File: src/rtl/hsvc_pkg.sv
// shared types and constants for the hsv to rgb color pipeline
// no dependencies; used by every module of the block

package hsvc_pkg;

	// hue split: quotient by 60 through a reciprocal multiply
	localparam logic [10:0] HUE_RECIP   = 11'd1093;
	localparam int          HUE_SHIFT   = 16;
	localparam logic [8:0]  SECTOR_SPAN = 9'd60;
	localparam logic [3:0]  SECTORS     = 4'd6;

	// p = round(v * (255 - s) / 255)
	localparam logic [7:0]  FULL_SCALE  = 8'd255;
	localparam logic [16:0] P_BIAS      = 17'd127;
	localparam logic [17:0] P_RECIP     = 18'd131587;
	localparam int          P_SHIFT     = 25;

	// q, t = round(v * (15300 - x) / 15300)
	localparam logic [13:0] QT_DEN      = 14'd15300;
	localparam logic [13:0] QT_BIAS     = 14'd7650;
	localparam logic [21:0] QT_RECIP    = 22'd2245735;
	localparam int          QT_SHIFT    = 33;

	// hue sectors
	localparam logic [2:0]  SECT_RED    = 3'd0;
	localparam logic [2:0]  SECT_YEL    = 3'd1;
	localparam logic [2:0]  SECT_GRN    = 3'd2;
	localparam logic [2:0]  SECT_CYN    = 3'd3;
	localparam logic [2:0]  SECT_BLU    = 3'd4;
	localparam logic [2:0]  SECT_MAG    = 3'd5;

	typedef struct packed {
		logic [7:0]  alpha;
		logic [2:0]  sector;
		logic [5:0]  rem;
		logic [7:0]  sat;
		logic [7:0]  val;
		logic [15:0] np;
	} front_t;

	typedef struct packed {
		logic [7:0]  alpha;
		logic [2:0]  sector;
		logic [7:0]  val;
		logic [7:0]  p;
		logic [21:0] nq;
		logic [21:0] nt;
	} mid_t;

endpackage

File: src/rtl/hsvc_if.sv
// valid/ready channel interfaces for pixel beats in and out
// no dependencies

interface hsvc_in_if;
	logic        valid;
	logic        ready;
	logic [31:0] color_in;
	logic [8:0]  hue;
	logic [7:0]  saturation;
	logic [7:0]  brightness;

	modport source (output valid, color_in, hue, saturation, brightness, input ready);
	modport sink (input valid, color_in, hue, saturation, brightness, output ready);
endinterface

interface hsvc_out_if;
	logic        valid;
	logic        ready;
	logic [31:0] color_out;

	modport source (output valid, color_out, input ready);
	modport sink (input valid, color_out, output ready);
endinterface

File: src/rtl/hsvc_front.sv
// stages 1 and 2: hue split into sector and remainder, v * (255 - s) product
// depends on hsvc_pkg and hsvc_in_if

module hsvc_front (
	input  logic             clk,
	input  logic             arst_n,
	hsvc_in_if.sink          pix_in,
	output logic             dn_valid,
	input  logic             dn_ready,
	output hsvc_pkg::front_t dn_data
);

	localparam int HUE_SHIFT_HI = hsvc_pkg::HUE_SHIFT + 3;

	logic              vld_s1, vld_s2;
	logic              en1, en2;
	logic [19:0]       hue_prod;
	logic [3:0]        quot_s1;
	logic [8:0]        hue_s1;
	logic [7:0]        sat_s1, val_s1, alpha_s1;
	logic [8:0]        quot_x60;
	logic [8:0]        rem9;
	logic [3:0]        sect_wide;
	logic [15:0]       np;
	hsvc_pkg::front_t  data_s2;

	assign en2 = !vld_s2 || dn_ready;
	assign en1 = !vld_s1 || en2;
	assign pix_in.ready = en1;

	assign hue_prod = 20'(pix_in.hue) * 20'(hsvc_pkg::HUE_RECIP);

	assign quot_x60  = 9'(quot_s1) * hsvc_pkg::SECTOR_SPAN;
	assign rem9      = hue_s1 - quot_x60;
	assign sect_wide = (quot_s1 >= hsvc_pkg::SECTORS) ? quot_s1 - hsvc_pkg::SECTORS : quot_s1;
	assign np        = 16'(val_s1) * 16'(hsvc_pkg::FULL_SCALE - sat_s1);

	always_ff @(posedge clk or negedge arst_n) begin
		if (!arst_n) begin
			vld_s1 <= 1'b0;
			vld_s2 <= 1'b0;
		end else begin
			if (en1) begin
				vld_s1 <= pix_in.valid;
			end
			if (en2) begin
				vld_s2 <= vld_s1;
			end
		end
	end

	always_ff @(posedge clk) begin
		if (en1 && pix_in.valid) begin
			quot_s1  <= hue_prod[HUE_SHIFT_HI:hsvc_pkg::HUE_SHIFT];
			hue_s1   <= pix_in.hue;
			sat_s1   <= pix_in.saturation;
			val_s1   <= pix_in.brightness;
			alpha_s1 <= pix_in.color_in[31:24];
		end
		if (en2 && vld_s1) begin
			data_s2.alpha  <= alpha_s1;
			data_s2.sector <= sect_wide[2:0];
			data_s2.rem    <= rem9[5:0];
			data_s2.sat    <= sat_s1;
			data_s2.val    <= val_s1;
			data_s2.np     <= np;
		end
	end

	assign dn_valid = vld_s2;
	assign dn_data  = data_s2;

	a_rem_range: assert property (@(posedge clk) disable iff (!arst_n)
		vld_s2 |-> (data_s2.rem < 6'(hsvc_pkg::SECTOR_SPAN)))
		else $error("hue remainder out of range");

	a_sector_range: assert property (@(posedge clk) disable iff (!arst_n)
		vld_s2 |-> (data_s2.sector <= hsvc_pkg::SECT_MAG))
		else $error("hue sector out of range");

endmodule

File: src/rtl/hsvc_mid.sv
// stages 3 and 4: saturation products, p rounding, q and t numerators
// depends on hsvc_pkg

module hsvc_mid (
	input  logic             clk,
	input  logic             arst_n,
	input  logic             up_valid,
	output logic             up_ready,
	input  hsvc_pkg::front_t up_data,
	output logic             dn_valid,
	input  logic             dn_ready,
	output hsvc_pkg::mid_t   dn_data
);

	localparam int P_SHIFT_HI = hsvc_pkg::P_SHIFT + 7;

	logic              vld_s3, vld_s4;
	logic              en3, en4;
	logic [16:0]       py;
	logic [34:0]       pprod;
	logic [5:0]        rem_c;
	logic [13:0]       sr, sr2;
	logic [7:0]        alpha_s3, val_s3;
	logic [2:0]        sector_s3;
	logic [13:0]       sr_s3, sr2_s3;
	logic [34:0]       pprod_s3;
	hsvc_pkg::mid_t    data_s4;

	assign en4 = !vld_s4 || dn_ready;
	assign en3 = !vld_s3 || en4;
	assign up_ready = en3;

	assign py    = 17'(up_data.np) + hsvc_pkg::P_BIAS;
	assign pprod = 35'(py) * 35'(hsvc_pkg::P_RECIP);
	assign rem_c = 6'(hsvc_pkg::SECTOR_SPAN) - up_data.rem;
	assign sr    = 14'(up_data.sat) * 14'(up_data.rem);
	assign sr2   = 14'(up_data.sat) * 14'(rem_c);

	always_ff @(posedge clk or negedge arst_n) begin
		if (!arst_n) begin
			vld_s3 <= 1'b0;
			vld_s4 <= 1'b0;
		end else begin
			if (en3) begin
				vld_s3 <= up_valid;
			end
			if (en4) begin
				vld_s4 <= vld_s3;
			end
		end
	end

	always_ff @(posedge clk) begin
		if (en3 && up_valid) begin
			alpha_s3  <= up_data.alpha;
			sector_s3 <= up_data.sector;
			val_s3    <= up_data.val;
			sr_s3     <= sr;
			sr2_s3    <= sr2;
			pprod_s3  <= pprod;
		end
		if (en4 && vld_s3) begin
			data_s4.alpha  <= alpha_s3;
			data_s4.sector <= sector_s3;
			data_s4.val    <= val_s3;
			data_s4.p      <= pprod_s3[P_SHIFT_HI:hsvc_pkg::P_SHIFT];
			data_s4.nq     <= 22'(val_s3) * 22'(hsvc_pkg::QT_DEN - sr_s3);
			data_s4.nt     <= 22'(val_s3) * 22'(hsvc_pkg::QT_DEN - sr2_s3);
		end
	end

	assign dn_valid = vld_s4;
	assign dn_data  = data_s4;

	a_p_below_v: assert property (@(posedge clk) disable iff (!arst_n)
		vld_s4 |-> (data_s4.p <= data_s4.val))
		else $error("p exceeds value");

endmodule

File: src/rtl/hsvc_back.sv
// stages 5 and 6: q and t rounding, sector select, output register
// depends on hsvc_pkg and hsvc_out_if

module hsvc_back (
	input  logic           clk,
	input  logic           arst_n,
	input  logic           up_valid,
	output logic           up_ready,
	input  hsvc_pkg::mid_t up_data,
	hsvc_out_if.source     pix_out
);

	localparam int QT_SHIFT_HI = hsvc_pkg::QT_SHIFT + 7;

	logic          vld_s5, vld_s6;
	logic          en5, en6;
	logic [22:0]   sum_q, sum_t;
	logic [19:0]   yq, yt;
	logic [41:0]   qprod, tprod;
	logic [7:0]    alpha_s5, val_s5, p_s5;
	logic [2:0]    sector_s5;
	logic [41:0]   qprod_s5, tprod_s5;
	logic [7:0]    q, t;
	logic [7:0]    red, green, blue;
	logic [31:0]   color_s6;

	assign en6 = !vld_s6 || pix_out.ready;
	assign en5 = !vld_s5 || en6;
	assign up_ready = en5;

	// floor((2n + 15300) / 30600) = floor(floor((n + 7650) / 4) / 3825)
	assign sum_q = 23'(up_data.nq) + 23'(hsvc_pkg::QT_BIAS);
	assign sum_t = 23'(up_data.nt) + 23'(hsvc_pkg::QT_BIAS);
	assign yq    = sum_q[21:2];
	assign yt    = sum_t[21:2];
	assign qprod = 42'(yq) * 42'(hsvc_pkg::QT_RECIP);
	assign tprod = 42'(yt) * 42'(hsvc_pkg::QT_RECIP);

	assign q = qprod_s5[QT_SHIFT_HI:hsvc_pkg::QT_SHIFT];
	assign t = tprod_s5[QT_SHIFT_HI:hsvc_pkg::QT_SHIFT];

	always_comb begin
		case (sector_s5)
			hsvc_pkg::SECT_RED: begin
				red = val_s5; green = t; blue = p_s5;
			end
			hsvc_pkg::SECT_YEL: begin
				red = q; green = val_s5; blue = p_s5;
			end
			hsvc_pkg::SECT_GRN: begin
				red = p_s5; green = val_s5; blue = t;
			end
			hsvc_pkg::SECT_CYN: begin
				red = p_s5; green = q; blue = val_s5;
			end
			hsvc_pkg::SECT_BLU: begin
				red = t; green = p_s5; blue = val_s5;
			end
			default: begin
				red = val_s5; green = p_s5; blue = q;
			end
		endcase
	end

	always_ff @(posedge clk or negedge arst_n) begin
		if (!arst_n) begin
			vld_s5 <= 1'b0;
			vld_s6 <= 1'b0;
		end else begin
			if (en5) begin
				vld_s5 <= up_valid;
			end
			if (en6) begin
				vld_s6 <= vld_s5;
			end
		end
	end

	always_ff @(posedge clk) begin
		if (en5 && up_valid) begin
			alpha_s5  <= up_data.alpha;
			sector_s5 <= up_data.sector;
			val_s5    <= up_data.val;
			p_s5      <= up_data.p;
			qprod_s5  <= qprod;
			tprod_s5  <= tprod;
		end
		if (en6 && vld_s5) begin
			color_s6 <= {alpha_s5, red, green, blue};
		end
	end

	assign pix_out.valid     = vld_s6;
	assign pix_out.color_out = color_s6;

	a_s5_hold: assert property (@(posedge clk) disable iff (!arst_n)
		(vld_s5 && !en6) |=> (vld_s5 && $stable(qprod_s5) && $stable(tprod_s5)))
		else $error("stage 5 lost its beat during a stall");

	a_full_backpressure: assert property (@(posedge clk) disable iff (!arst_n)
		(vld_s5 && vld_s6 && !pix_out.ready) |-> !up_ready)
		else $error("back stages accept while full and stalled");

endmodule

File: src/rtl/hsv_to_rgb_color_core.sv
// top level of the hsv to rgb color pipeline
// depends on hsvc_pkg, hsvc_if, hsvc_front, hsvc_mid and hsvc_back
//
// pix_in carries one beat per pixel: the packed argb color, hue in degrees,
// saturation and brightness. pix_out carries the packed argb result: input
// alpha in bits 31:24, then red, green and blue bytes.
// both channels are valid/ready; a beat moves when both are high.
// the block is a six-stage pipeline: a beat accepted from pix_in passes
// through stage registers s1 to s6 in order, and s6 drives pix_out. one beat is
// accepted every cycle while nothing stalls; each stage holds one beat
// and its own valid bit, so bubbles close up and a stall on pix_out only
// stops the stages behind full ones.
// pix_in.ready falls once all six stages hold beats and pix_out is stalled.
// hue values of 360 and above wrap into the six sectors.
// arst_n clears all valid bits; the block is empty and ready after reset.

module hsv_to_rgb_color_core (
	input  logic        clk,
	input  logic        arst_n,
	hsvc_in_if.sink     pix_in,
	hsvc_out_if.source  pix_out
);

	logic              front_valid, front_ready;
	hsvc_pkg::front_t  front_data;
	logic              mid_valid, mid_ready;
	hsvc_pkg::mid_t    mid_data;

	hsvc_front u_front (
		.clk      (clk),
		.arst_n   (arst_n),
		.pix_in   (pix_in),
		.dn_valid (front_valid),
		.dn_ready (front_ready),
		.dn_data  (front_data)
	);

	hsvc_mid u_mid (
		.clk      (clk),
		.arst_n   (arst_n),
		.up_valid (front_valid),
		.up_ready (front_ready),
		.up_data  (front_data),
		.dn_valid (mid_valid),
		.dn_ready (mid_ready),
		.dn_data  (mid_data)
	);

	hsvc_back u_back (
		.clk      (clk),
		.arst_n   (arst_n),
		.up_valid (mid_valid),
		.up_ready (mid_ready),
		.up_data  (mid_data),
		.pix_out  (pix_out)
	);

endmodule
File: src/flat_wrapper.sv
// flat-port wrapper written by rule: the top's interface ports become plain ports
module hsv_to_rgb_color_core_flat 
  (clk, arst_n, pix_in_valid, pix_in_color_in, pix_in_hue, pix_in_saturation, pix_in_brightness, pix_in_ready, pix_out_valid, pix_out_color_out, pix_out_ready);
  hsvc_in_if pix_in_i ();
  hsvc_out_if pix_out_i ();
  input  logic clk;
  input  logic arst_n;
  input wire logic [$bits(pix_in_i.valid)-1:0] pix_in_valid;
  input wire logic [$bits(pix_in_i.color_in)-1:0] pix_in_color_in;
  input wire logic [$bits(pix_in_i.hue)-1:0] pix_in_hue;
  input wire logic [$bits(pix_in_i.saturation)-1:0] pix_in_saturation;
  input wire logic [$bits(pix_in_i.brightness)-1:0] pix_in_brightness;
  output wire logic [$bits(pix_in_i.ready)-1:0] pix_in_ready;
  output wire logic [$bits(pix_out_i.valid)-1:0] pix_out_valid;
  output wire logic [$bits(pix_out_i.color_out)-1:0] pix_out_color_out;
  input wire logic [$bits(pix_out_i.ready)-1:0] pix_out_ready;
  assign pix_in_i.valid = pix_in_valid;
  assign pix_in_i.color_in = pix_in_color_in;
  assign pix_in_i.hue = pix_in_hue;
  assign pix_in_i.saturation = pix_in_saturation;
  assign pix_in_i.brightness = pix_in_brightness;
  assign pix_in_ready = pix_in_i.ready;
  assign pix_out_valid = pix_out_i.valid;
  assign pix_out_color_out = pix_out_i.color_out;
  assign pix_out_i.ready = pix_out_ready;
  hsv_to_rgb_color_core u_core (.clk(clk), .arst_n(arst_n), .pix_in(pix_in_i), .pix_out(pix_out_i));
endmodule
File: config.mk
export PLATFORM = sky130hd
export DESIGN_NAME = hsv_to_rgb_color_core_flat
export DESIGN_NICKNAME = d
export VERILOG_FILES = /design/src/rtl/hsvc_pkg.sv /design/src/rtl/hsvc_if.sv /design/src/rtl/hsvc_front.sv /design/src/rtl/hsvc_mid.sv /design/src/rtl/hsvc_back.sv /design/src/rtl/hsv_to_rgb_color_core.sv /design/src/flat_wrapper.sv
export SDC_FILE = /design/constraint.sdc
export NUM_CORES = 2
export LEC_CHECK = 0
export BUFFER_PORTS_ARGS = -buffer_cell sky130_fd_sc_hd__buf_2
export CORE_MARGIN = 4
export CORE_UTILIZATION = 40
export CTS_CLUSTER_DIAMETER = 50
export CTS_CLUSTER_SIZE = 25
export DETAILED_ROUTE_END_ITERATION = 6
export GPL_TIMING_DRIVEN = 0
export MAX_ROUTING_LAYER = met4
export PLACE_DENSITY = 0.65
export SLEW_MARGIN = 20
export SYNTH_ARGS = -nofsm -noshare
export SYNTH_HDL_FRONTEND = slang
export SYNTH_HIERARCHICAL = 1
export SYNTH_SLANG_ARGS = --single-unit
export TNS_END_PERCENT = 20
File: constraint.sdc
create_clock -name clk -period 11.7 [get_ports clk]
set_clock_uncertainty 0.1 [all_clocks]
set_input_delay 2.34 -clock clk [delete_from_list [all_inputs] [get_ports clk]]
set_output_delay 2.34 -clock clk [all_outputs]
set_load 0.1 [all_outputs]
# Yosys cells after proc, flatten, opt, wreduce, memory -nomap -nowiden
# Cells that the tools add are included.
[word_totals]
regBits = 381
input_bits = 61
out_inout_bits = 34
wordCells = 87
[classes]
add_sub_neg = 9
n_mul = 10
magnitude_cmp = 1
n_eq_ne = 4
mux = 4
n_reduce_logical = 23
[ops]
columns = ["cell", "count"]
rows = [
  ["$mul A20 B22 Y41 const B", 2],
  ["$pmux W8 S3", 3],
  ["$add A22 B13 Y22 const B", 2],
  ["$mul A9 B15 Y22", 2],
  ["$mul A17 B18 Y33 const B", 1],
  ["$sub A14 B14 Y15 const A", 2],
  ["$mul A8 B6 Y14", 2],
  ["$mul A9 B11 Y20 const B", 1],
  ["$add A16 B7 Y17 const B", 1],
  ["$mul A9 B9 Y16", 1],
  ["$sub A8 B8 Y9 const A", 1],
  ["$reduce_or A2 Y1", 4],
  ["$eq A3 B2 Y1 const B", 2],
  ["$logic_and A1 B1 Y1", 6],
  ["$logic_not A1 Y1", 6],
  ["$logic_or A1 B1 Y1", 6],
  ["$sub A6 B6 Y6", 1],
  ["$sub A6 B6 Y6 const A", 1],
  ["$ge A4 B3 Y1 const B", 1],
  ["$mul A4 B1 Y4 const B", 1],
  ["$eq A3 B1 Y1 const B", 1],
  ["$eq A3 B3 Y1 const B", 1],
  ["$logic_not A3 Y1", 1],
  ["$mux W3", 1],
  ["$sub A3 B3 Y3 const B", 1],
]

# Longest topological paths before layout
[depth]
word_depth = 8
depth_mapped = 30
ltp_nobuf = 30

# By module
# Netlist, hierarchy kept.
[modules_own_cells]
columns = ["module", "n_inst", "cells_each", "area_each_um2", "seq_area_each_um2"]
rows = [
  ["hsvc_mid", 1, 1710, 17342.9, 3773.6],
  ["hsvc_back", 1, 1513, 15632.5, 2302.2],
  ["hsvc_front", 1, 451, 5710.5, 2542.4],
]

# Worst setup path after synthesis
# No wires, ideal clock.
[synth_timing]
kind = "register -> register"
from = "reg u_core.u_mid.data_s4, in the netlist u_core/u_mid/dn_data[1]"
to = "reg u_core.u_back.tprod_s5[40], data pin"
setup_time_ns = 0.260
arrival_ns = 7.189
required_ns = 11.340
slack_ns = 4.151
path_stages_with_launch = 27
path_buffers = 0
path_cell_list = "edfxtp_1 ha_1 nand3_1 nand3b_1 a2111o_1 and3_1 xor2_1 inv_1 fa_1 fa_1 fa_1 fa_1 fa_1 inv_1 fa_1 inv_1 fa_1 inv_1 ha_1 a21o_1 a21o_1 a21o_1 a21o_1 a2111oi_2 o21ai_1 a21oi_2 xnor2_1"
[synth_via]
elab_chain_cells = 2
[synth_rtl]
columns = ["element", "line", "text"]
rows = [
  ["from (decl)", "hsvc_mid.sv:27", "hsvc_pkg::mid_t data_s4;"],
  ["$add A22 B13 Y22", "hsvc_back.sv:33", "assign sum_t = 23'(up_data.nt) + 23'(hsvc_pkg::QT_BIAS);"],
  ["$mul A20 B22 Y41", "hsvc_back.sv:37", "assign tprod = 42'(yt) * 42'(hsvc_pkg::QT_RECIP);"],
  ["named net u_core.u_back.tprod[40]", "hsvc_back.sv:19", "logic [41:0] qprod, tprod;"],
  ["to (signal assigned)", "hsvc_back.sv:86", "tprod_s5 <= tprod;"],
  ["to (decl)", "hsvc_back.sv:22", "logic [41:0] qprod_s5, tprod_s5;"],
]
# The timed path passes the listed nets, and every way through them passes these cells.
# A chain may end at the register's enable or synchronous reset.

# Final worst setup path
# Same ends and word-level chain as after synthesis.

==> results.toml <==
[worst_setup_path]
critPathMaxStageDelay_ns = 0.64
worstPathArrival_ns = 8.85
startpoint_type = "flop"
crit_family = "adder cells"
critPathKind = "reg2reg"
slowest_stage = "xor2_1"
cp_num_buf_inv = 4
crit_path_max_fanout = 7
cp.required_ns = 11.92
regToRegSetupSlack_ns = 3.07
crit_path_end_kind = "flop"
crit_top_cell = "fa_1"

[logic_synthesis]
syn_avg_cell_area_um2 = 10.53
netlist_area_um2 = 38640
synth_fp_nets = 4912
synth_warnings = 6
netlist_instances = 3671

[cts]
cts_num_sinks = 287
cts_resized = 0
h-tree-depth = 1
clk_pin_slew_ns = 0.08
cts_buffer_depth = 3
cts_root_buf = "clkbuf_16"
post_cts_buffers = 0
cts_made_buffers = 31
cts_tree = "yes"
clkLatencyLatePin_ns = 0.60
postCtsHoldBufs = 0

[grt]
grt_overflow = 0
grt_pass1_wl_mm = 127.4
antenna_found_initial = 0
grt_pass1_vias = 25540
grt.total_usage_pct = 15.46
grt_max_degree = 55

[sta]
setup_viol = 0
worstMarginPinSlew_ns = 1.143
tns_ns = 0
period_share_pct = 73.78
min_period_ns = 8.632
rsz0062_at_grt = "false"
fmax_mhz = 115.8
holdWs_ns = 0.3076
finalMaxSlewViolations = 0
slew_headroom_pct = 23.55
finalHoldViolCount = 0
setup_ws_ns = 3.068

[detailed_routing]
ant_nets = 0
drcViolationCount = 0
vias_per_cell = 4.897
routedWlPerCell_um = 14.96
vias = 24810
drt_iter0_markers = 1152
drtPass1Iterations = 5
drt_wl_total_mm = 75.79

[place]
dp_hpwl_mm = 64.02
io_buffers = 70
pre_cts_slack_ns = 2.998
place_congestion = 0.8662

[die]
initial_core_util_pct = 40.49
die-area_um2 = 101600
die-height_um = 318.8
die_w_um = 318.8
core_area_um2 = 95440
ioPinCount = 95
rows = 113

[run]
drv_cap = 0

[finish]
finalNetCount = 5018
area_delta_synth_final_pct = 8.351
final_layout_size_suffix_gt1_share_pct = 4.947

[min_path]
hp-class = "reg2reg"

[status]
status = "complete, no violations"
==> per-layer routing <==
metal	vias to the layer above	track usage, %	share of wire, %
met2	381	26.36	49
met1	12200	20.33	46
met3	95	1.446	3.2
met5	-	-	0
met4	0	2.931	2.0
li1	12130	-	-
==> through the flow <==
stage | cells | utilization [%] | instance area, um^2
floorplan | 3671 | - | 38640
global placement | 5006 | 42.52 | 40580
detailed placement | 5009 | 42.63 | 40680
CTS | 5065 | 43.86 | 41860
global route | 5065 | 43.87 | 41870
finish | 5066 | 43.87 | 41870
==> cells in the final DEF, fill, tap and decap left out, drive strengths merged, types with 7 or more instances in the layout <==
cell type and instances:
o22ai 8, nand3b 8, mux2 18, nor3b 7, nand2 212, xnor2 102
mux2i 23, a21o 37, and3 17, xor2 74, buf 76, nand2b 49
or2 10, nor2b 84, edfxtp 281, o21ai 77, and2 182, a2111oi 8
ha 690, a211oi 19, a21oi 99, nand3 34, nand4 25, o21a 10
or3 9, nor2 93, clkbuf 84, o21bai 10, a31oi 10, fa 490
inv 839, nor3 20, o211ai 10
==> state kept, by name, indices dropped and copies added, names as in the netlist, 13 cells and up <==
signal and count:
u_core/u_mid/dn_data 69, u_core/u_mid/sr_s3 14, u_core/u_back/pix_out.color_out 32, u_core/u_mid/sr2_s3 13, u_core/u_front/dn_data 49
==> area by class of cell <==
| class | instances | area [um^2] |
|---|---|---|
| diodes | 1 | 2.502 |
| plain buffers | 55 | 206.4 |
| clock buffers | 32 | 779.5 |
| clock inverters | 24 | 395.4 |
| fillers | 9026 | 53570 |
| inverters | 821 | 3082 |
| multi-input cells | 2508 | 26810 |
| flip-flops and latches | 287 | 8588 |
| well taps | 1265 | 1583 |
| repair buffers | 73 | 425.4 |
==> worst paths after layout <==
path	from	endpoint	cells after the start
setup reg to reg	u_core/u_mid/dn_data[1]$_DFFE_PP_	u_core/u_back/tprod_s5[40]$_DFFE_PP_	26
hold reg to reg	u_core/u_mid/dn_data[50]$_DFFE_PP_	u_core/u_back/p_s5[6]$_DFFE_PP_	0
max in group asynchronous	arst_n	u_core/u_mid/vld_s3$_DFFE_PN0N_	1
hold / removal	u_core/u_mid/dn_data[50]$_DFFE_PP_	u_core/u_back/p_s5[6]$_DFFE_PP_	0
setup / recovery	u_core/u_mid/dn_data[1]$_DFFE_PP_	u_core/u_back/tprod_s5[40]$_DFFE_PP_	26
min in group asynchronous	arst_n	u_core/u_back/pix_out.valid$_DFFE_PN0P_	1
==> worst register-to-register path: stages (launching register included) <==
cell and delay [ns]:
edfxtp_1 0.42, ha_1 0.25, nand3_1 0.16, nand3b_1 0.16
a2111o_1 0.50, and3_1 0.22, xor2_1 0.64, inv_1 0.30
fa_1 0.60, fa_1 0.46, fa_1 0.47, fa_1 0.43
fa_1 0.51, inv_1 0.05, fa_1 0.55, inv_1 0.06
fa_1 0.52, inv_1 0.04, ha_1 0.21, a21o_1 0.16
a21o_1 0.16, a21o_1 0.17, a21o_1 0.18, a2111oi_2 0.50
o21ai_1 0.22, a21oi_2 0.19, xnor2_1 0.12
Power is not shown: default switching activity piles up to over one toggle a cycle in this logic, so the estimate is an artifact.
